File: src/rtl/sector_cache_clock_replacement_defines.svh
// Assertion helpers used by the top RTL file of the sector cache directory.
`ifndef SECTOR_CACHE_CLOCK_REPLACEMENT_DEFINES_SVH
`define SECTOR_CACHE_CLOCK_REPLACEMENT_DEFINES_SVH

// Checked at every rising edge outside of reset.
`define SCC_ASSERT(lbl, expr, msg) \
    lbl: assert property (@(posedge i_clk) disable iff (!i_rst_n) (expr)) else $error(msg);

// Checked at every rising edge, reset included.
`define SCC_ASSERT_ALWAYS(lbl, expr, msg) \
    lbl: assert property (@(posedge i_clk) (expr)) else $error(msg);

`endif

File: src/rtl/scc_pkg.sv
`timescale 1ns / 1ps
`default_nettype none
package scc_pkg;

    localparam int SECTOR_W    = 32;
    localparam int SLOT_W      = 6;
    localparam int PIN_W       = 8;
    localparam int MAX_RESULTS = 64;
    localparam int CNT_W       = 7;
    localparam logic [PIN_W-1:0] PIN_MAX = 8'hFF;

    typedef enum logic [1:0] {
        OP_GET       = 2'd0,
        OP_RELEASE   = 2'd1,
        OP_FLUSH     = 2'd2,
        OP_FLUSH_INV = 2'd3
    } t_op;

    typedef enum logic [1:0] {
        STAT_OK         = 2'd0,
        STAT_NO_VICTIM  = 2'd1,
        STAT_NOT_PINNED = 2'd2
    } t_status;

    typedef struct packed {
        logic [1:0]          operation;
        logic [SECTOR_W-1:0] sector;
        logic                dirty_intent;
        logic [SLOT_W-1:0]   release_slot;
    } t_in;

    typedef struct packed {
        logic [SLOT_W-1:0]   slot;
        logic                hit;
        logic                fetch_valid;
        logic [SECTOR_W-1:0] fetch_sector;
        logic                writeback_valid;
        logic [SECTOR_W-1:0] writeback_sector;
        logic [1:0]          status;
        logic                last;
    } t_out;

    typedef enum logic [2:0] {
        ACT_NONE      = 3'd0,
        ACT_HIT       = 3'd1,
        ACT_CLAIM     = 3'd2,
        ACT_CLR_ACC   = 3'd3,
        ACT_CLR_DIRTY = 3'd4,
        ACT_RELEASE   = 3'd5,
        ACT_INVAL     = 3'd6
    } t_act;

    // Broadcast from the controller to every cell.
    typedef struct packed {
        t_act                act;
        logic                use_tok;
        logic                start;
        logic                adv;
        logic [SECTOR_W-1:0] sector;
        logic                dirty;
    } t_cell_cmd;

    // State of the addressed cell; all zero from cells that are not addressed.
    typedef struct packed {
        logic                valid;
        logic                dirty;
        logic                accessed;
        logic                pinned;
        logic                match;
        logic [SECTOR_W-1:0] tag;
    } t_cell_st;

endpackage
`default_nettype wire

File: src/rtl/scc_cell.sv
`timescale 1ns / 1ps
`default_nettype none
module scc_cell import scc_pkg::*; (
    input  logic      i_clk,
    input  logic      i_rst_n,
    input  t_cell_cmd i_cmd,
    input  logic      i_head,
    input  logic      i_tok,
    input  logic      i_at,
    output logic      o_tok,
    output t_cell_st  o_st
);

    logic                r_tok;
    logic                r_valid;
    logic                r_dirty;
    logic                r_acc;
    logic [PIN_W-1:0]    r_pins;
    logic [SECTOR_W-1:0] r_tag;
    logic                w_en;

    assign w_en = i_cmd.use_tok ? r_tok : i_at;

    always_ff @(posedge i_clk) begin
        if (!i_rst_n) begin
            r_tok   <= 1'b0;
            r_valid <= 1'b0;
            r_dirty <= 1'b0;
            r_acc   <= 1'b0;
            r_pins  <= '0;
        end else begin
            if (i_cmd.start) begin
                r_tok <= i_head;
            end else if (i_cmd.adv) begin
                r_tok <= i_tok;
            end
            case (i_cmd.act)
                ACT_INVAL: begin
                    r_valid <= 1'b0;
                    r_dirty <= 1'b0;
                    r_acc   <= 1'b0;
                    r_pins  <= '0;
                end
                ACT_HIT: begin
                    if (w_en) begin
                        if (r_pins != PIN_MAX) begin
                            r_pins <= r_pins + PIN_W'(1);
                        end
                        r_dirty <= r_dirty | i_cmd.dirty;
                        r_acc   <= 1'b1;
                    end
                end
                ACT_CLAIM: begin
                    if (w_en) begin
                        r_valid <= 1'b1;
                        r_dirty <= i_cmd.dirty;
                        r_acc   <= 1'b1;
                        r_pins  <= PIN_W'(1);
                    end
                end
                ACT_CLR_ACC: begin
                    if (w_en) begin
                        r_acc <= 1'b0;
                    end
                end
                ACT_CLR_DIRTY: begin
                    if (w_en) begin
                        r_dirty <= 1'b0;
                    end
                end
                ACT_RELEASE: begin
                    if (w_en && r_valid && (r_pins != '0)) begin
                        r_pins <= r_pins - PIN_W'(1);
                    end
                end
                default: begin
                end
            endcase
        end
    end

    always_ff @(posedge i_clk) begin
        if ((i_cmd.act == ACT_CLAIM) && w_en) begin
            r_tag <= i_cmd.sector;
        end
    end

    assign o_tok = r_tok;

    always_comb begin
        o_st = '0;
        if (w_en) begin
            o_st.valid    = r_valid;
            o_st.dirty    = r_dirty;
            o_st.accessed = r_acc;
            o_st.pinned   = (r_pins != '0);
            o_st.match    = r_valid && (r_tag == i_cmd.sector);
            o_st.tag      = r_tag;
        end
    end

endmodule
`default_nettype wire

File: config.mk
export PLATFORM = sky130hd
export DESIGN_NAME = scc_cell
export DESIGN_NICKNAME = d
export VERILOG_FILES = /design/src/rtl/sector_cache_clock_replacement_defines.svh /design/src/rtl/scc_pkg.sv /design/src/rtl/scc_cell.sv
export SDC_FILE = /design/constraint.sdc
export NUM_CORES = 1
export LEC_CHECK = 0
export BUFFER_PORTS_ARGS = -buffer_cell sky130_fd_sc_hd__buf_2
export CAP_MARGIN = 10
export CORE_MARGIN = 3
export CORE_UTILIZATION = 51
export DETAILED_ROUTE_END_ITERATION = 8
export PLACE_DENSITY = 0.88
export SYNTH_ARGS = -nofsm -noshare
export SYNTH_HDL_FRONTEND = slang
export SYNTH_SLANG_ARGS = --single-unit
File: constraint.sdc
create_clock -name i_clk -period 3.28 [get_ports i_clk]
set_input_delay 0.328 -clock i_clk [delete_from_list [all_inputs] [get_ports i_clk]]
set_output_delay 0.328 -clock i_clk [all_outputs]
set_load 0.05 [all_outputs]
==> results_dict.tcl, run 1 <==
set metrics [dict create \
    status "finished, final reports clean" \
    drv_cap 0 \
    antenna_found_initial 0 \
    post_cts_resized 0 \
    first_global_vias 1995 \
    finClkSkew_ns 0.00644 \
    die_h_um 77.0 \
    fmax_mhz 399 \
    synth-xor-area-share 0.113 \
    drtIter0Drc 103 \
    ir_drop_uv 267 \
    drt_pass1_iterations 4 \
    yosys.cell_count.top_type "and2_1" \
    pwr-share-clk 0.320 \
    seqCellArea_um2 1200 \
    critical_path_class "reg -> out" \
    drt-total-wl_um 5680 \
    place.gp.congestion 0.834 \
    p_seq_frac 0.481 \
    combPwrFrac 0.199 \
    worstSetupStartpointType "flip-flop" \
    startpoint "r_tag[23]$_DFFE_PP_" \
    seq_area_frac_synth 0.468 \
    hold_viol_final 0 \
    synth.top_cells.by_count "36 x and2_1, 32 x edfxtp_1, 21 x xor2_1, 12 x dfxtp_1, 12 x xnor2_1" \
    synth_area_leaders "edfxtp_1 37%, dfxtp_1 9.4%, and2_1 8.8%" \
    drive_above_1_share 0.312 \
    post-route-min-period_ns 2.51 \
    viasPerCell 5.33 \
    post-dp-hpwl_um 4340 \
    power.total_mw 1.29 \
    pre_cts_ws_ns 0.838 \
    setup_ws_ns 0.774 \
    arrival_ns 2.18 \
    slew_violations 0 \
    hold_ws_ns 0.219 \
    power.leakage_nw 1.35 \
    area_growth_pct 22.0 \
    cts_tree "built" \
    yosys_warnings 0 \
    placed_cells 380 \
    synth_top_area_share 0.374 \
    syn_inst 241 \
    wl_per_cell_um 14.6 \
    root_buffer "clkbuf_8" \
    syn_area_um2 2570 \
    final-setup-viol-count 0 \
    yosys_register_bits 44 \
    cts-buffers-inserted 5 \
    ys.flop_type "edfxtp_1" \
    cp-end-kind "output port" \
    die_area_um2 5920 \
    cts_sinks 44 \
    syn_avg_cell_area_um2 10.7 \
    htreeDepth 2 \
    gr-total-overflow 0 \
    switching_share 0.285 \
    grt_pass1_wl_um 9260 \
    relSlewSlack 0.583 \
    synth_mux_area_frac 0.0175 \
    rows 25 \
    fin_tns_setup_ns 0 \
    start_util 0.536 \
    grt.total_usage 0.196 \
    n_antenna_cell 0 \
    min_from "i_cmd[21]" \
    synth_enable_flop_cells 32 \
    synthSimpleGateAreaFrac 0.230 \
    fin_cells 388 \
    powerDensity_nw_per_um2 411 \
    ctsHoldBuffers 0 \
    p_int_mw 0.921 \
    grt_max_degree 36 \
    nets 370 \
    async_flop_share 0 \
    core_area_um2 4790 \
    synth_top_family_by_area "simple AND/OR/NAND/NOR gates" \
    die_w_um 77.0 \
    n_fill_cell 391 \
    multi_input_area_um2 1290 \
    clockBufferDepth 2 \
    min_path_type "in -> reg" \
    yosysUniqueCellTypes 45 \
    syn-num-nets 291 \
    rsz0062_at_grt "no" \
    crit_fanout 2 \
    pin_count 82 \
    r2r_start "r_pins[0]$_SDFFE_PN0P_" \
    tightest_slew_ns 0.624 \
    vias 2068 \
    p_sw_mw 0.368 \
    min_period_over_period 0.764 \
    cts_setup_buffers 0 \
    drc 0 \
    antenna_left 0 \
    portBuffers 81 \
    cp.required_ns 2.95 \
    worst_skew_pair.late_latency_ns 0.30 \
    synth_fa_ha_area_frac 0.0292 \
    yosysTopAreaCell "edfxtp_1" \
    clk_pin_slew_ns 0.09 \
    synth_compound_area_frac 0.111 \
]
flip-flops by register name (all words and copies together) (netlist names):
name	count
o_tok	1
r_tag	32
r_pins	8
r_dirty	1
r_valid	1
r_acc	1
per-stage QoR:
step | area (um2) | util
after CTS | 3130 | 0.655
after global placement | 3020 | 0.631
after floorplan | 2570 | -
final | 3130 | 0.655
after global routing | 3130 | 0.655
after detailed placement | 3020 | 0.631
kinds of logic after synthesis:
group	count (synthesis)
flip-flops	44
AO/OA/AOI/OAI	38
XOR/XNOR	33
buffers and inverters	18
adder cells (fa/ha/maj)	6
multiplexers	4
AND/OR/NAND/NOR	98
cells in the final DEF, fill, tap and decap left out, types with 3 or more instances in the layout:
cell type  netlist  routed
ha_1             6       6
xor2_1          21      21
xnor2_1         12      12
o21a_1           5       5
buf_4            0       3
nor3_1           3       3
nand4_1          6       6
and3_1           6       6
dfxtp_1         12      12
nor4_1           8       8
and2_1          36      36
inv_1            6       6
nand2b_1         3       3
a21oi_1         11      11
o21ai_0          4       4
buf_2            6      81
nor2_1          11      10
nand2_1          9       9
edfxtp_1        32      32
a21boi_0         6       6
clkbuf_8         0       5
layout make-up:
cell class	count	area share
repair buffers	84	0.137
clock buffers	5	0.0220
clock inverters	3	0.0136
inverters	6	0.00719
well taps	67	0.0268
flip-flops and latches	44	0.383
multi-input cells	179	0.411
layer usage:
metal / GRT usage / routed length [um]
met1: 0.238 / 2380
met2: 0.337 / 2850
met3: 0.0423 / 347
met4: 0.0815 / 104
met5: 0 / 0
path summary, 6_finish.rpt:
path | to | slack (ns) | cells past startpoint
setup / recovery | o_st[32] | 0.77 | 6
hold / removal | r_tag[20]$_DFFE_PP_ | 0.22 | 1
setup reg to reg | r_pins[5]$_SDFFE_PN0P_ | 1.11 | 5
hold reg to reg | r_acc$_SDFFE_PN0P_ | 0.47 | 2
power groups by stage:
stage                     Clock [mW]  Combinational, mW  Sequential (mW)
after CTS                      0.420              0.258            0.620
after floorplan                    0              0.184            0.630
after detailed placement           0              0.257            0.632
after global routing           0.445              0.278            0.622
final                          0.412              0.257            0.620
after global placement             0              0.251            0.632
critical path: stages, from the launching register on:
cell      delay (ns)
edfxtp_1        0.41
xor2_1          0.16
nor4_1          0.35
nand4_1         0.21
nor4_1          0.24
and3_1          0.23
buf_2           0.28
(Power assumes the default switching activity.)
==> run 2: changes to the inputs <==
Clock period 3.28 ns to 2.38 ns, I/O delays scaled along.
==> run 2 against run 1 <==
  * Final area grew 0.52%
  * Global-route usage decreased by 0.94 points
  * Total power is 30% higher
  * Die area stayed put
  * Utilization increased by 0.34 points
  * Clock skew increased by 0.0056 ns
  * Sequential share of layout area down 0.20 points
==> results_dict.tcl, run 2 (synthesized netlist as in run 1, its figures left out) <==
set metrics [dict create \
    cts-buffers-inserted 5 \
    drc 0 \
    crit_fanout 2 \
    power.total_mw 1.67 \
    grt.total_usage 0.187 \
    post_cts_resized 0 \
    tightest_slew_ns 0.544 \
    drtIter0Drc 121 \
    core_area_um2 4790 \
    place.gp.congestion 0.897 \
    drt_pass1_iterations 4 \
    slew_violations 0 \
    gr-total-overflow 0 \
    cpMaxStageDelayCell "edfxtp_1" \
    largestRegisters "r_tag x32, r_pins x8" \
    fin_tns_setup_ns 0 \
    viasPerCell 5.21 \
    die_area_um2 5920 \
    top_register "r_tag" \
    worst_skew_pair.late_latency_ns 0.29 \
    area_growth_pct 22.7 \
    ir_drop_uv 359 \
    start_util 0.536 \
    wl_per_cell_um 14.1 \
    post-route-min-period_ns 2.21 \
    die_w_um 77.0 \
    worstSetupStartpointType "flip-flop" \
    hold_viol_final 0 \
    ctsHoldBuffers 0 \
    grt_pass1_wl_um 9010 \
    drv_cap 0 \
    layout_commonest_cell "buf_2" \
    arrival_ns 1.97 \
    mostFrequentLayoutCells "80 x buf_2, 36 x and2_1, 32 x edfxtp_1" \
    cp.required_ns 2.14 \
    rsz0062_at_grt "no" \
    n_antenna_cell 0 \
    antenna_found_initial 0 \
    drt-total-wl_um 5520 \
    cp_top_family "simple AND/OR/NAND/NOR gates" \
    min_period_over_period 0.928 \
    cp-end-kind "output port" \
    min_path_type "in -> reg" \
    critical_path_class "reg -> out" \
    pre_cts_ws_ns 0.256 \
    grt_max_degree 36 \
    clk_pin_slew_ns 0.09 \
    drive_above_1_share 0.327 \
    cts_sinks 44 \
    largest_register_ffs 32 \
    setup_ws_ns 0.171 \
    cts_setup_buffers 0 \
    slowest_delay_ns 0.41 \
    rrSetupSlack_ns 0.42 \
    post-dp-hpwl_um 4210 \
    finClkSkew_ns 0.0120 \
    vias 2037 \
    first_global_vias 1917 \
    cts_tree "built" \
    path_buf_inv 1 \
    power.leakage_nw 1.34 \
    root_buffer "clkbuf_8" \
    htreeDepth 2 \
    portBuffers 81 \
    rows 25 \
    relSlewSlack 0.634 \
    nets 373 \
    clockBufferDepth 2 \
    pin_count 82 \
    status "finished, final reports clean" \
    die_h_um 77.0 \
    powerDensity_nw_per_um2 530 \
    fmax_mhz 453 \
    path_cells "xor2_1 -> nor4_2 -> nand4_1 -> nor4_1 -> and3_1 -> clkbuf_4" \
    final-setup-viol-count 0 \
    antenna_left 0 \
]
[run 2: layout make-up]
type | count | area [um2]
Clock buffer | 5 | 68.8
Sequential cell | 44 | 1200
Tap cell | 67 | 83.8
Inverter | 6 | 22.5
Multi-Input combinational cell | 179 | 1300
Clock inverter | 3 | 18.8
Fill cell | 420 | 1640
Timing Repair Buffer | 87 | 453
[run 2: routing by layer]
layer	vias up	routed length (um)	part of all wire	global-route usage
met2	55	2680	0.49	0.310
met1	943	2480	0.45	0.244
li1	1030	-	-	-
met5	-	0	0	0
met4	0	91	0.016	0.0652
met3	9	263	0.048	0.0364
[run 2: power breakdown]
group	switching [mW]	internal, mW
clock	0.252	0.203
combinational	0.235	0.125
sequential	0.0167	0.838
[run 2: final timing paths]
path	startpoint	end	cells after the start
max	r_tag[16]$_DFFE_PP_	o_st[32]	6
max reg2reg	r_pins[0]$_SDFFE_PN0P_	r_pins[3]$_SDFFE_PN0P_	6
min reg2reg	r_acc$_SDFFE_PN0P_	r_acc$_SDFFE_PN0P_	2
min	i_cmd[1]	r_tag[0]$_DFFE_PP_	1
[run 2: metrics by stage]
stage                     instance area (um2)  utilization  hold WS, ns  cells
after floorplan                          2570            -        0.337    241
after global placement                   3050        0.637        0.440    383
after detailed placement                 3050        0.637        0.442    383
after CTS                                3130        0.655        0.131    391
after global routing                     3150        0.658        0.127    391
final                                    3150        0.658        0.139    391
==> run 3: changes to the inputs <==
Settings changed: GPL_TIMING_DRIVEN set to 1, MAX_ROUTING_LAYER set to met4, SETUP_SLACK_MARGIN set to 0.02.
==> run 3 against run 2 <==
  * Count of clock-buffer cells in the layout unchanged
  * Utilization increased by 0.13 points
  * Non-clock buffer count did not move
  * Largest cell class unchanged
==> results_dict.tcl, run 3 (synthesized netlist as in run 1, its figures left out) <==
set metrics [dict create \
    first_global_vias 1914 \
    powerDensity_nw_per_um2 529 \
    pin_count 82 \
    setup_ws_ns 0.155 \
    fin_tns_setup_ns 0 \
    slew_violations 0 \
    viasPerCell 5.27 \
    seqCellArea_um2 1200 \
    worst_skew_pair.late_latency_ns 0.29 \
    top_register "r_tag" \
    hold_viol_final 0 \
    finClkSkew_ns 0.0113 \
    worstSetupStartpointType "flip-flop" \
    critical_path_class "reg -> out" \
    drt_pass1_iterations 4 \
    die_w_um 77.0 \
    die_area_um2 5920 \
    n_antenna_cell 0 \
    rr_endpoint "r_pins[3]$_SDFFE_PN0P_" \
    place.gp.congestion 0.912 \
    startpoint "r_tag[16]$_DFFE_PP_" \
    ir_drop_uv 358 \
    nets 373 \
    htreeDepth 2 \
    drive_above_1_share 0.330 \
    worstRegToRegCells 6 \
    multi_input_area_um2 1310 \
    antenna_found_initial 0 \
    grt_pass1_wl_um 9000 \
    grt.total_usage 0.192 \
    cts_setup_buffers 0 \
    drv_cap 0 \
    crit_fanout 2 \
    ctsHoldBuffers 0 \
    drc 0 \
    status "finished, final reports clean" \
    cts-buffers-inserted 5 \
    fmax_mhz 449 \
    mostFrequentLayoutCells "80 x buf_2, 36 x and2_1, 32 x edfxtp_1" \
    hold_ws_ns 0.140 \
    rsz0062_at_grt "no" \
    die_h_um 77.0 \
    post_cts_resized 0 \
    place_area_um2 3050 \
    n_fill_cell 417 \
    cp.required_ns 2.14 \
    fin_area_um2 3160 \
    cp-end-kind "output port" \
    rrSetupSlack_ns 0.41 \
    root_buffer "clkbuf_8" \
    power.leakage_nw 1.34 \
    endpoint "o_st[32]" \
    vias 2062 \
    post-dp-hpwl_um 4210 \
    antenna_left 0 \
    clk_pin_slew_ns 0.09 \
    layout_commonest_cell "buf_2" \
    portBuffers 81 \
    drt-total-wl_um 5580 \
    rows 25 \
    holdPathStages 1 \
    wl_per_cell_um 14.3 \
    core_area_um2 4790 \
    start_util 0.536 \
    largest_register_ffs 32 \
    tightest_slew_ns 0.552 \
    post-route-min-period_ns 2.22 \
    arrival_ns 1.99 \
    pre_cts_ws_ns 0.256 \
    r2r_start "r_pins[0]$_SDFFE_PN0P_" \
    cts_tree "built" \
    clockBufferDepth 2 \
    min_path_type "in -> reg" \
    power.total_mw 1.67 \
    grt_max_degree 36 \
    final-setup-viol-count 0 \
    gr-total-overflow 0 \
    area_growth_pct 22.9 \
    min_period_over_period 0.935 \
    relSlewSlack 0.628 \
    drtIter0Drc 138 \
    largestRegisters "r_tag x32, r_pins x8" \
    cts_sinks 44 \
]
## run 3: cell types whose count changed in the layout (fill, tap and decap cells not counted)
cell	before	now
nor4_2	2	3
nor4_1	6	5
## run 3: worst min path at each step
stage               startpoint                   to  slack, ns
finish               i_cmd[17]  r_tag[16]$_DFFE_PP_       0.14
global route         i_cmd[11]  r_tag[10]$_DFFE_PP_       0.13
CTS                  i_cmd[17]  r_tag[16]$_DFFE_PP_       0.13
detailed placement   i_cmd[27]  r_tag[26]$_DFFE_PP_       0.44
global placement     i_cmd[17]  r_tag[16]$_DFFE_PP_       0.44
floorplan             i_cmd[1]   r_tag[0]$_DFFE_PP_       0.34
## run 3: metal layers
layer  share of wire  vias to the layer above  track usage
met1            0.46                      966        0.244
met2            0.48                       54        0.309
met4           0.012                        0       0.0652
met5               0                        -            -
met3           0.053                        7       0.0364
li1                -                     1035            -
## run 3: worst max-delay path: stages (launching register included)
cell and delay, ns:
edfxtp_1 0.41, xor2_1 0.17, nor4_2 0.32, nand4_1 0.18
nor4_2 0.20, and3_1 0.18, clkbuf_4 0.23
## run 3: layout make-up
class	instances	area share
Sequential cell	44	0.381
Tap cell	67	0.0266
Timing Repair Buffer	87	0.144
Multi-Input combinational cell	179	0.414
Clock inverter	3	0.00595
Inverter	6	0.00714
Clock buffer	5	0.0218
## run 3: power by group
| part | leakage (nW) | internal, mW | switching (mW) |
|---|---|---|---|
| registers | 0.387 | 0.838 | 0.0169 |
| clock network | 0.0378 | 0.203 | 0.252 |
| logic | 0.918 | 0.125 | 0.236 |
## run 3: through the flow
stage | util | std cells
after global placement | 0.637 | 383
after CTS | 0.655 | 391
after detailed placement | 0.637 | 383
after floorplan | - | 241
after global routing | 0.659 | 391
final | 0.659 | 391
